===== src/mhpq_pkg.sv =====
// Shared widths, codes and defaults for the min-heap priority queue.
`default_nettype none

package mhpq_pkg;

  // Payload widths fixed by the request and response formats.
  localparam int DATA_W      = 32;
  localparam int STATUS_W    = 2;
  localparam int COUNT_OUT_W = 7;

  // Default number of heap entries.
  localparam int DEFAULT_CAPACITY = 64;

  // Request kinds.
  localparam logic REQ_INSERT  = 1'b0;
  localparam logic REQ_EXTRACT = 1'b1;

  // Response status codes.
  localparam logic [STATUS_W-1:0] STAT_OK    = 2'd0;
  localparam logic [STATUS_W-1:0] STAT_EMPTY = 2'd1;
  localparam logic [STATUS_W-1:0] STAT_FULL  = 2'd2;

  // Value returned by an extract on an empty heap.
  localparam logic signed [DATA_W-1:0] EMPTY_VALUE = -32'sd1;

  // Value returned for inserts.
  localparam logic signed [DATA_W-1:0] INSERT_VALUE = 32'sd0;

endpackage

`default_nettype wire


===== src/mhpq_if.sv =====
// Valid/ready channel interfaces for requests and responses of the heap queue.
`default_nettype none

interface mhpq_req_if;
  import mhpq_pkg::*;

  logic                     valid;
  logic                     ready;
  logic                     req_type;
  logic signed [DATA_W-1:0] value;

  modport source (output valid, output req_type, output value, input ready);
  modport sink (input valid, input req_type, input value, output ready);
endinterface

interface mhpq_rsp_if;
  import mhpq_pkg::*;

  logic                       valid;
  logic                       ready;
  logic signed [DATA_W-1:0]   min_value;
  logic [STATUS_W-1:0]        status;
  logic [COUNT_OUT_W-1:0]     entry_count;

  modport source (output valid, output min_value, output status, output entry_count,
                  input ready);
  modport sink (input valid, input min_value, input status, input entry_count,
                output ready);
endinterface

`default_nettype wire


===== src/min_heap_priority_queue.sv =====
// Top level of the binary min-heap priority queue with its sift sequencer.
//
//  Channel | Direction | Payload                                 | Transaction when
//  --------+-----------+-----------------------------------------+-----------------------
//  req     | in        | req_type, value                         | req.valid && req.ready
//  rsp     | out       | min_value, status, entry_count          | rsp.valid && rsp.ready
//
// An insert climbs one level at a time from acceptance to response, stopping when the
// new value is no smaller than its parent or reaches the root; each level is
// one read of the parent from the entry RAM and one compare-and-write.
// An extract reads the root, then the last entry, then walks the moved entry down
// until it settles at a leaf or above its children; each level reads both
// children from the single RAM read port, then compares and writes. Extracting the
// last entry skips the walk. Full-heap inserts and empty-heap extracts skip the RAM.
// Reset (synchronous, active high) empties the heap; the entry RAM is not cleared.
// A request is taken again once the response has moved to the output register,
// so a stalled response holds back at most the request after it.
`default_nettype none

module min_heap_priority_queue #(
  parameter int CAPACITY = mhpq_pkg::DEFAULT_CAPACITY
) (
  input wire logic clk,
  input wire logic rst,
  mhpq_req_if.sink   req,
  mhpq_rsp_if.source rsp
);
  import mhpq_pkg::*;

  localparam int AW = $clog2(CAPACITY);
  localparam int CW = $clog2(CAPACITY + 1);
  localparam int IW = AW + 2;
  localparam logic [CW-1:0] CAP_CNT = CW'(CAPACITY);

  typedef enum logic [3:0] {
    ST_IDLE,
    ST_UP_CHK,
    ST_UP_CMP,
    ST_EX_ROOT,
    ST_EX_LAST,
    ST_EX_LOAD,
    ST_DN_L,
    ST_DN_R,
    ST_DN_CMP,
    ST_FIN
  } state_t;

  state_t                   state;
  logic [AW-1:0]            pos;
  logic signed [DATA_W-1:0] cur;
  logic [CW-1:0]            count;
  logic signed [DATA_W-1:0] best_val;
  logic [AW-1:0]            best_idx;
  logic                     rc_ok;
  logic signed [DATA_W-1:0] res_value;
  logic [STATUS_W-1:0]      res_status;

  logic                     mem_we;
  logic [AW-1:0]            mem_waddr;
  logic signed [DATA_W-1:0] mem_wdata;
  logic [AW-1:0]            mem_raddr;
  logic signed [DATA_W-1:0] mem_rdata;

  logic signed [DATA_W-1:0] cmp_a;
  logic signed [DATA_W-1:0] cmp_b;
  logic                     lt;

  logic [AW-1:0]            parent_ix;
  logic [IW-1:0]            lc_ix;
  logic [IW-1:0]            rc_ix;
  logic [IW-1:0]            count_ix;
  logic                     lc_valid;
  logic                     rc_valid;
  logic                     rc_take;
  logic                     req_xfer;
  logic [CW+COUNT_OUT_W-1:0] count_wide;

  assign req.ready = (state == ST_IDLE);
  assign req_xfer  = req.valid && req.ready;

  // Tree neighbors of the current position.
  assign parent_ix = AW'((pos - 1'b1) >> 1);
  assign lc_ix     = IW'({pos, 1'b1});
  assign rc_ix     = lc_ix + 1'b1;
  assign count_ix  = IW'(count);
  assign lc_valid  = lc_ix < count_ix;
  assign rc_valid  = rc_ix < count_ix;
  assign rc_take   = rc_ok && lt;

  assign count_wide = (CW + COUNT_OUT_W)'(count);

  // Shared signed comparator; operands follow the sequencer step.
  always_comb begin
    case (state)
      ST_UP_CMP: begin
        cmp_a = cur;
        cmp_b = mem_rdata;
      end
      ST_DN_R: begin
        cmp_a = mem_rdata;
        cmp_b = cur;
      end
      ST_DN_CMP: begin
        cmp_a = mem_rdata;
        cmp_b = best_val;
      end
      default: begin
        cmp_a = cur;
        cmp_b = mem_rdata;
      end
    endcase
  end

  assign lt = cmp_a < cmp_b;

  // Read address for each step.
  always_comb begin
    case (state)
      ST_EX_ROOT: mem_raddr = '0;
      ST_EX_LAST: mem_raddr = AW'(count - 1'b1);
      ST_UP_CHK:  mem_raddr = parent_ix;
      ST_DN_L:    mem_raddr = AW'(lc_ix);
      ST_DN_R:    mem_raddr = AW'(rc_ix);
      default:    mem_raddr = '0;
    endcase
  end

  // Write port: the hole at pos takes either a moved neighbor or the sifted value.
  always_comb begin
    mem_waddr = pos;
    mem_wdata = cur;
    mem_we    = 1'b0;
    case (state)
      ST_UP_CHK: begin
        mem_we = (pos == '0);
      end
      ST_UP_CMP: begin
        mem_we    = 1'b1;
        mem_wdata = lt ? mem_rdata : cur;
      end
      ST_DN_L: begin
        mem_we = !lc_valid;
      end
      ST_DN_CMP: begin
        mem_we    = 1'b1;
        mem_wdata = rc_take ? mem_rdata : best_val;
      end
      default: begin
        mem_we = 1'b0;
      end
    endcase
  end

  mhpq_ram #(
    .DEPTH (CAPACITY),
    .AW    (AW)
  ) u_ram (
    .clk   (clk),
    .we    (mem_we),
    .waddr (mem_waddr),
    .wdata (mem_wdata),
    .raddr (mem_raddr),
    .rdata (mem_rdata)
  );

  // Sequencer state and registered response.
  always_ff @(posedge clk) begin
    if (rst) begin
      state     <= ST_IDLE;
      count     <= '0;
      rsp.valid <= 1'b0;
    end else begin
      // The finish step loads the output register itself, so it owns valid then.
      if (rsp.valid && rsp.ready && state != ST_FIN) begin
        rsp.valid <= 1'b0;
      end
      case (state)
        ST_IDLE: begin
          if (req_xfer) begin
            if (req.req_type == REQ_INSERT) begin
              res_value <= INSERT_VALUE;
              if (count == CAP_CNT) begin
                res_status <= STAT_FULL;
                state      <= ST_FIN;
              end else begin
                res_status <= STAT_OK;
                cur        <= req.value;
                pos        <= AW'(count);
                count      <= count + 1'b1;
                state      <= ST_UP_CHK;
              end
            end else begin
              if (count == '0) begin
                res_value  <= EMPTY_VALUE;
                res_status <= STAT_EMPTY;
                state      <= ST_FIN;
              end else begin
                res_status <= STAT_OK;
                state      <= ST_EX_ROOT;
              end
            end
          end
        end
        ST_UP_CHK: begin
          state <= (pos == '0) ? ST_FIN : ST_UP_CMP;
        end
        ST_UP_CMP: begin
          if (lt) begin
            pos   <= parent_ix;
            state <= ST_UP_CHK;
          end else begin
            state <= ST_FIN;
          end
        end
        ST_EX_ROOT: begin
          state <= ST_EX_LAST;
        end
        ST_EX_LAST: begin
          // Root read data arrives now; the last entry is read in this cycle.
          res_value <= mem_rdata;
          count     <= count - 1'b1;
          state     <= (count == CW'(1)) ? ST_FIN : ST_EX_LOAD;
        end
        ST_EX_LOAD: begin
          cur   <= mem_rdata;
          pos   <= '0;
          state <= ST_DN_L;
        end
        ST_DN_L: begin
          state <= lc_valid ? ST_DN_R : ST_FIN;
        end
        ST_DN_R: begin
          // Left child data is here; keep the smaller of it and the sifted value.
          best_val <= lt ? mem_rdata : cur;
          best_idx <= lt ? AW'(lc_ix) : pos;
          rc_ok    <= rc_valid;
          state    <= ST_DN_CMP;
        end
        ST_DN_CMP: begin
          if (rc_take) begin
            pos   <= AW'(rc_ix);
            state <= ST_DN_L;
          end else if (best_idx != pos) begin
            pos   <= best_idx;
            state <= ST_DN_L;
          end else begin
            state <= ST_FIN;
          end
        end
        ST_FIN: begin
          if (!rsp.valid || rsp.ready) begin
            rsp.valid       <= 1'b1;
            rsp.min_value   <= res_value;
            rsp.status      <= res_status;
            rsp.entry_count <= count_wide[COUNT_OUT_W-1:0];
            state           <= ST_IDLE;
          end
        end
        default: begin
          state <= ST_IDLE;
        end
      endcase
    end
  end

  // The fill count never passes the capacity.
  a_count_bound: assert property (@(posedge clk) disable iff (rst)
    count <= CAP_CNT)
    else $error("heap fill count exceeds capacity");

  // An insert into a heap with room grows the fill count by one.
  a_insert_grows: assert property (@(posedge clk) disable iff (rst)
    (req_xfer && req.req_type == REQ_INSERT && count != CAP_CNT)
      |=> count == $past(count) + 1'b1)
    else $error("insert did not grow the fill count");

  // An empty response carries the empty marker and an empty heap.
  a_empty_rsp: assert property (@(posedge clk) disable iff (rst)
    (rsp.valid && rsp.status == STAT_EMPTY)
      |-> (rsp.min_value == EMPTY_VALUE && rsp.entry_count == '0))
    else $error("empty response with wrong value or count");

  // The entry RAM is written only while a request is being worked on.
  a_write_busy: assert property (@(posedge clk) disable iff (rst)
    mem_we |-> (state != ST_IDLE && state != ST_FIN))
    else $error("entry RAM written outside a sift");

endmodule

`default_nettype wire


===== src/mhpq_ram.sv =====
// Heap entry storage: one write port and one registered read port.
`default_nettype none

module mhpq_ram #(
  parameter int DEPTH = mhpq_pkg::DEFAULT_CAPACITY,
  parameter int AW    = $clog2(DEPTH)
) (
  input  wire logic                             clk,
  input  wire logic                             we,
  input  wire logic [AW-1:0]                    waddr,
  input  wire logic signed [mhpq_pkg::DATA_W-1:0] wdata,
  input  wire logic [AW-1:0]                    raddr,
  output      logic signed [mhpq_pkg::DATA_W-1:0] rdata
);
  import mhpq_pkg::*;

  logic signed [DATA_W-1:0] mem [DEPTH];

  // Write port and registered read port.
  always_ff @(posedge clk) begin
    if (we) begin
      mem[waddr] <= wdata;
    end
    rdata <= mem[raddr];
  end

endmodule

`default_nettype wire


===== src/flat_wrapper.sv =====
// flat-port wrapper written by rule: the top's interface ports become plain ports
module min_heap_priority_queue_flat import mhpq_pkg::*;
#(
  parameter int CAPACITY = mhpq_pkg::DEFAULT_CAPACITY
)
  (clk, rst, req_valid, req_req_type, req_value, req_ready, rsp_valid, rsp_min_value, rsp_status, rsp_entry_count, rsp_ready);
  mhpq_req_if req_i ();
  mhpq_rsp_if rsp_i ();
  input wire logic clk;
  input wire logic rst;
  input wire logic [$bits(req_i.valid)-1:0] req_valid;
  input wire logic [$bits(req_i.req_type)-1:0] req_req_type;
  input wire logic [$bits(req_i.value)-1:0] req_value;
  output wire logic [$bits(req_i.ready)-1:0] req_ready;
  output wire logic [$bits(rsp_i.valid)-1:0] rsp_valid;
  output wire logic [$bits(rsp_i.min_value)-1:0] rsp_min_value;
  output wire logic [$bits(rsp_i.status)-1:0] rsp_status;
  output wire logic [$bits(rsp_i.entry_count)-1:0] rsp_entry_count;
  input wire logic [$bits(rsp_i.ready)-1:0] rsp_ready;
  assign req_i.valid = req_valid;
  assign req_i.req_type = req_req_type;
  assign req_i.value = req_value;
  assign req_ready = req_i.ready;
  assign rsp_valid = rsp_i.valid;
  assign rsp_min_value = rsp_i.min_value;
  assign rsp_status = rsp_i.status;
  assign rsp_entry_count = rsp_i.entry_count;
  assign rsp_i.ready = rsp_ready;
  min_heap_priority_queue #(.CAPACITY(CAPACITY)) u_core (.clk(clk), .rst(rst), .req(req_i), .rsp(rsp_i));
endmodule

===== config.mk =====
export PLATFORM = sky130hd
export DESIGN_NAME = min_heap_priority_queue_flat
export DESIGN_NICKNAME = d
export VERILOG_FILES = /design/src/mhpq_pkg.sv /design/src/mhpq_if.sv /design/src/min_heap_priority_queue.sv /design/src/mhpq_ram.sv /design/src/flat_wrapper.sv
export SDC_FILE = /design/constraint.sdc
export NUM_CORES = 2
export LEC_CHECK = 0
export ABC_AREA = 1
export BUFFER_PORTS_ARGS = -buffer_cell sky130_fd_sc_hd__buf_2
export CAP_MARGIN = 0
export CORE_ASPECT_RATIO = 1.5
export CORE_MARGIN = 2
export CORE_UTILIZATION = 46
export CTS_CLUSTER_SIZE = 12
export DETAILED_ROUTE_END_ITERATION = 8
export PLACE_DENSITY = 0.67
export SLEW_MARGIN = 30
export SYNTH_ARGS = -nofsm -noshare
export SYNTH_HDL_FRONTEND = slang
export SYNTH_SLANG_ARGS = --single-unit
export TNS_END_PERCENT = 30

===== constraint.sdc =====
create_clock -name clk -period 6.5 [get_ports clk]
set_input_delay 0.325 -clock clk [delete_from_list [all_inputs] [get_ports clk]]
set_output_delay 0.325 -clock clk [all_outputs]
set_load 0.02 [all_outputs]

==> results.yml <==
critical_path:
  slowest_delay_ns: 0.51
  path_cells: "inv_1 > nand2_2 > nor2_2 > buf_4 > nor2_4 > buf_4 > o21ai_0 > ha_1 > nand2_1 > nor4_1 > inv_1 > nor4_1 > nand2_1 > nand3_1 > nand3_2 > buf_4 > o22ai_1 > nand3_2 > buf_4"
  cp.required_ns: 7.01
  critPathKind: "reg2reg"
  end_kind: "flop"
  rr_worst_depth: 19
  crit_path_max_fanout: 33
  cp.arrival_ns: 5.90
  slowest_stage: "nand3_2"
  start_kind: "flop"
  crit_path_frequent_cell: "buf_4"
placed_design:
  io_buffers: 79
  hpwl_um: 157000
  place.gp.congestion: 0.926
clock_tree:
  cts.reportedPaths.clkPinSlew_ns: 0.07
  h-tree-depth: 4
  cts_max_path_buffers: 4
  clkSinkCount: 2244
  clock_insertion_delay_worst_skew_ns: 0.85
  cts_root_buffer: "clkbuf_16"
  cts_resized: 0
  cts_buffers: 215
  cts_tree: "built"
die:
  die_w_um: 367
  die_h_um: 549
  initial_core_util_pct: 46.4
  row_count: 199
  ios: 80
  die_area_um2: 201000
  core_area_um2: 196000
logic_synthesis:
  muxShareOfSynthArea_pct: 0
  synth_cell_type_count: 45
  synth-compound-area-share_pct: 12.0
  ys_warn_count: 0
  ys_dominant_reg_cell: "edfxtp_1"
  ys_seq_elements: 2244
  synth_area_leaders: "edfxtp_1, nor2_1, o21ai_0"
  synthAdderAreaFrac_pct: 0.660
  avgSynthCellArea_um2: 12.9
  synth_top_area_share_pct: 72.6
  syn_inst: 7073
  synth_edf_count: 2200
  synth_top_family_by_area: "compound AO/OA/AOI/OAI gates"
  synth_area_leader_cell: "edfxtp_1"
  synth_nets: 7158
  syn-cell-area_um2: 91000
  synthArstFlopShare_pct: 0
  synth-simple-area-share_pct: 10.7
  ys_seq_area_share_pct: 73.6
  synth-xor-area-share_pct: 0.0770
global_route:
  grt_max_degree: 197
  grt_pass1_wl_um: 400000
  grt_pass1_vias: 58834
  grt_usage_pct: 27.0
  antenna_found_initial: 5
  grt.overflow.total: 0
timing:
  tightest_slew_ns: 1.03
  maxSlewViolCount: 0
  finalSetupTns_ns: 0
  fmax_mhz: 185
  relSlewSlack_pct: 31.0
  finalSetupViolCount: 0
  final_hold_viol_count: 0
  worst_hold_slack_ns: 0.334
  rsz0062_at_grt: "false"
  post-route-min-period_ns: 5.39
  finalCritPeriodShare_pct: 83.0
  fin_worst_skew_ns: 0.0541
finish:
  nets: 7210
  final.fill_count: 16229
  drive_gt1_share_pct: 9.59
  layout-area-overhead-vs-synth_pct: 11.7
  seqCellArea_um2: 66900
  multi_input_comb_area_um2: 22000
power:
  clkPwrFrac_pct: 20.2
  p_leak_nw: 33.0
  pwr-share-seq_pct: 36.7
  switchingPower_w: 0.0235
  ir_worst_vdd_mv: 0.491
  netSwitchingFraction_pct: 43.1
  powerDensity_nw_per_um2: 536
  total_power_w: 0.0545
  comb_power_share_pct: 43.1
  cellInternalPower_w: 0.0310
detailed_routing:
  drtIter0Drc: 8730
  dr.pass1.iters: 8
  ant_nets: 0
  vias: 61129
  drt-total-wl_um: 279000
  drc: 0
  routed_via_density: 6.23
  post_drt_wl_per_cell_um: 28.4
flow_run:
  maxCapViolCount: 0
worst_hold_path:
  worstHoldPathCells: 4
  hold_class: "in2reg"
run_status:
  status: "finished, final reports clean"
[layout by cell type (no fill, tap or decap), types with 17 or more instances in the layout]
cell type / n
edfxtp_1: 2200
nor2_1: 1758
o21ai_0: 737
nand2_1: 287
o211ai_1: 266
nand3_1: 220
clkbuf_16: 217
o311ai_0: 213
o32ai_1: 203
buf_4: 182
inv_1: 152
buf_2: 79
o22ai_1: 70
nor2_4: 69
a21oi_1: 67
clkbuf_1: 60
ha_1: 48
dfxtp_1: 44
o311ai_1: 43
or2_2: 40
dlygate4sd3_1: 37
nand3_2: 33
buf_12: 22
a221oi_1: 17
[flip-flops by register name, indices dropped and copies added, names as in the netlist]
signal / cells
u_core.state: 4
u_core.rsp.status: 2
u_core.rsp.entry_count: 7
u_core.count: 7
u_core.u_ram.rdata: 32
u_core.rsp.valid: 1
u_core.res_value: 32
u_core.best_val: 32
u_core.rc_ok: 1
u_core.cur: 32
u_core.best_idx: 6
u_core.u_ram.mem: 2048
u_core.res_status: 2
u_core.mem_waddr: 6
u_core.rsp.min_value: 32
[power by group through the flow]
stage	sequential [W]	clock [W]	combinational, W
after floorplan	0.0203	0	0.0135
after global placement	0.0202	0	0.0226
after detailed placement	0.0202	0	0.0230
after CTS	0.0200	0.0111	0.0231
after global routing	0.0200	0.0116	0.0250
final	0.0200	0.0110	0.0235
[metal layers]
layer  part of all wire [%]  up-vias  GRT usage, %
met2                     47     3617          44.1
met3                    9.2      762          3.97
met1                     35    30380          33.1
met5                 0.0097        -             0
met4                    8.2        4          19.1
li1                       -    26366             -
[worst paths after layout]
path                             start                  endpoint  slack (ns)
setup / recovery       u_core.state[3]  u_core.u_ram.mem[15][12]        1.11
setup reg to reg       u_core.state[3]  u_core.u_ram.mem[15][12]        1.11
hold / removal            req_value[1]             u_core.cur[1]        0.33
hold reg to reg   u_core.res_value[19]  u_core.rsp.min_value[19]        0.38
[worst max-delay path: cells and delay by family, from the launching register on]
| kind | cells | cell delay (ns) |
|---|---|---|
| AOI/OAI and AO/OA | 2 | 0.33 |
| buffers and inverters | 6 | 1.59 |
| DFF | 1 | 0.35 |
| adders and majority gates | 1 | 0.34 |
| and+or+nand+nor | 10 | 2.38 |
[metrics by stage]
step                      cell area (um2)  utilization, %  cells  worst slack, ns
after CTS                          102000            51.8   9807             1.08
after global placement              95100            48.5   9467             1.13
after floorplan                     91000               -   7073             1.51
final                              102000            51.8   9811             1.11
after global routing               102000            51.8   9808            0.712
after detailed placement            95500            48.7   9484             1.12
[Yosys cell counts, types with 2 or more instances]
cell type,n
nand4_1,5
o311ai_1,43
o311ai_0,213
o21ai_1,8
o21a_1,5
o21ai_0,737
nor3_1,17
nand2_1,289
nor2_1,1826
nand3_1,253
nand3b_1,2
edfxtp_1,2200
xor2_1,7
o211ai_1,266
a31oi_1,5
nor4_1,3
or2_2,40
o221ai_1,4
inv_1,153
ha_1,48
nor2_4,2
buf_2,147
or2_0,15
dfxtp_1,44
a211oi_1,2
nand2_2,3
o32ai_1,203
clkbuf_1,336
clkinv_1,7
buf_1,11
nor2_2,2
inv_2,5
a311oi_1,2
o22ai_1,70
a221oi_1,17
a21oi_1,68
buf_4,7
[cells by family (layout without fill, tap and decap cells)]
family / Yosys count / count (layout)
flip-flops: 2244 / 2244
adder cells (fa/ha/maj): 48 / 48
AND/OR/NAND/NOR: 2457 / 2457
buffers and inverters: 667 / 788
other: 0 / 4
XOR/XNOR: 8 / 8
AO/OA/AOI/OAI: 1649 / 1649
[layout make-up]
type                            instances  area share, %
Sequential cell                      2244           65.9
Multi-Input combinational cell       4162           21.7
Clock buffer                          278           5.58
Tap cell                             2613           3.22
Timing Repair Buffer                  337           2.95
Inverter                              165          0.638
Clock inverter                          8         0.0529
Antenna cell                            4        0.00985
[what timing repair did]
action                    CTS  global route
hold buffers               37             0
setup buffers               0             0
hold endpoints to repair   42             0
(Power assumes the default switching activity.)
